`src/rtl/tlds_ram.sv`:
```
module tlds_ram #(
    parameter int WIDTH = 8,
    parameter int DEPTH = 16
) (
    input  logic                            aclk,
    input  logic                            we,
    input  logic [$clog2(DEPTH)-1:0]        waddr,
    input  logic [WIDTH-1:0]                wdata,
    input  logic [$clog2(DEPTH)-1:0]        raddr,
    output logic [WIDTH-1:0]                rdata
);

    logic [WIDTH-1:0] mem [DEPTH];

    always_ff @(posedge aclk) begin
        if (we) begin
            mem[waddr] <= wdata;
        end
        rdata <= mem[raddr];
    end

endmodule

```
`config.mk`:
```
export PLATFORM = sky130hd
export DESIGN_NAME = tlds_ram
export DESIGN_NICKNAME = d
export VERILOG_FILES = /design/src/rtl/tlds_ram.sv
export SDC_FILE = /design/constraint.sdc
export NUM_CORES = 1
export LEC_CHECK = 0
export BUFFER_PORTS_ARGS = -buffer_cell sky130_fd_sc_hd__clkbuf_2
export CORE_MARGIN = 3
export CORE_UTILIZATION = 30
export CTS_BUF_LIST = sky130_fd_sc_hd__clkbuf_4
export DETAILED_ROUTE_END_ITERATION = 6
export GPL_ROUTABILITY_DRIVEN = 0
export SYNTH_ARGS = -nofsm -noshare
export SYNTH_HDL_FRONTEND = slang
export SYNTH_SLANG_ARGS = --single-unit
```
`constraint.sdc`:
```
create_clock -name aclk -period 2.12 [get_ports aclk]
set_clock_uncertainty 0.05 [all_clocks]
set_input_delay 0.106 -clock aclk [delete_from_list [all_inputs] [get_ports aclk]]
set_output_delay 0.106 -clock aclk [all_outputs]
set_load 0.03 [all_outputs]
```
==> results_dict.tcl <==
set metrics [dict create \
    drc 0 \
    hold_class "primary input to register" \
    n_antenna_cell 0 \
    hpwlAfterDp_um 6420 \
    rsz0062_at_grt "false" \
    grt_max_degree 33 \
    ys_ff_latch 136 \
    path_class "register to register" \
    layoutNonFillerInstCount 524 \
    status "completed" \
    drtIter0Drc 186 \
    fillCellCount 1574 \
    layout_commonest_cell "edfxtp_1" \
    firstDrtPassIters 5 \
    synth_nets 247 \
    final_cell_mix "edfxtp_1, clkbuf_2, mux4_2, clkbuf_4, buf_4" \
    power.leakage_nw 2.007 \
    routedWlPerCell_um 18.59 \
    max-clock-path-buffers 2 \
    yosys.cell_types.count 19 \
    ys_seq_area_frac 0.7778 \
    core-area_um2 16700 \
    vdd_drop_max_uv 396.2 \
    yosysWarnings 0 \
    postLayoutSetupSlackWorst_ns 0.6913 \
    place_area_um2 5629 \
    slew_viol_final 0 \
    power_per_cell_area_nw_per_um2 856.5 \
    critPathCaptureType "register" \
    cp_data_required_time_ns 2.47 \
    antenna_found_initial 0 \
    overflow 0 \
    die_w_um 137.0 \
    layout-drive-gt1-share 0.3026 \
    synth_area_um2 5147 \
    drt_wl_total_um 9740 \
    grt_use_total 0.1131 \
    cts_sinks 136 \
    numPortBuffers 25 \
    fin_crit_ns 1.429 \
    period_share 0.6739 \
    cts-buffers-inserted 17 \
    die_h_um 137.0 \
    cts_resized 0 \
    nets 309 \
    worst_pin_slew_ns 0.6140 \
    synth_area_per_cell_um2 22.48 \
    final_area_um2 6036 \
    worstPathArrival_ns 1.78 \
    viasPerCell 4.584 \
    start_kind "register" \
    grt_pass1_vias 2572 \
    postRouteAntennaNets 0 \
    io-pin-count 26 \
    die-area_um2 18770 \
    p_total_mw 5.169 \
    tritoncts "done" \
    syn_to_final_growth_pct 17.26 \
    h-tree-depth 4 \
    setup_viol 0 \
    cp_max_fo 1 \
    vias 2402 \
    setup_tns_ns 0 \
    slew_headroom 0.5892 \
    cts_root_buf "clkbuf_4" \
    fmaxAchievable_mhz 699.9 \
    num_rows 47 \
    insertion_delay_ns 0.52 \
    grt_first_pass_wirelength_um 14920 \
    pre_cts_ws_ns 0.4517 \
    clkTransAtPathRegs_ns 0.11 \
    placed_cells 483 \
    netlist_instances 229 \
    cap_violations 0 \
    hold_viol_final 0 \
    start_util 0.3082 \
]
## synthesized netlist by cell type
cell | number | area [um^2]
edfxtp_1 | 128 | 3844
mux4_2 | 18 | 405.4
a22oi_1 | 16 | 120.1
mux4_1 | 14 | 367.9
nor2_1 | 13 | 48.80
nand2_1 | 9 | 33.78
dfxtp_1 | 8 | 160.2
nor3_1 | 4 | 20.02
buf_2 | 3 | 15.01
buf_6 | 3 | 33.78
clkdlybuf4s25_2 | 3 | 30.03
nand2b_1 | 2 | 12.51
nand3b_1 | 2 | 15.01
and2_1 | 1 | 6.260
and2b_1 | 1 | 7.510
buf_4 | 1 | 7.510
nand3_1 | 1 | 5.000
nor2b_1 | 1 | 6.260
or3b_2 | 1 | 8.760
## worst paths after layout
| kind | to | cells after the start | startpoint | slack [ns] |
|---|---|---|---|---|
| setup / recovery | rdata[1] | 3 | mem[1][1] | 0.69 |
| setup reg to reg | rdata[1] | 3 | mem[1][1] | 0.69 |
| hold reg to reg | rdata[5] | 3 | mem[8][5] | 0.62 |
| hold / removal | mem[7][1] | 3 | waddr[2] | 0.08 |
## sequential cells by signal (all words and copies together) (netlist names)
signal / cells
rdata: 8
mem: 128
## repair_timing
action,CTS,global route
setup buffers,0,0
endpoints found under the hold margin,129,0
hold buffers,9,0
## metal layers
layer,track usage,wire length (um)
met4,0.04157,57
met3,0.03456,401
met2,0.1834,4930
met5,0,0
met1,0.1436,4350
## cells by family after synthesis
kind of cell / share of synthesized area
AOI/OAI and AO/OA: 0.02334
buffers and inverters: 0.01677
DFF: 0.7778
muxes: 0.1502
and+or+nand+nor: 0.03184
## where the power goes
part | total [mW] | internal, mW | switching, mW
clock network | 1.83 | 0.938 | 0.891
registers | 3.02 | 3.00 | 0.0186
logic | 0.321 | 0.131 | 0.190
## cell type report
cell class | count | area (um^2) | area share
clock inverters | 14 | 181.4 | 0.03006
multi-input cells | 83 | 1057 | 0.1752
flip-flops and latches | 136 | 4004 | 0.6633
clock buffers | 18 | 135.1 | 0.02239
repair buffers | 53 | 382.9 | 0.06343
well taps | 220 | 275.3 | 0.04561
## through the flow
step	util	hold WS (ns)
floorplan	-	0.1549
global placement	0.3371	0.4625
detailed placement	0.3371	0.4950
CTS	0.3614	0.01592
global route	0.3614	0.03735
finish	0.3614	0.07561
## critical path: stages, from the launching register on
cell,delay (ns)
edfxtp_1,0.37
mux4_1,0.50
a22oi_1,0.30
nand2_1,0.09
Note: power is estimated with default switching activity, not from simulation.
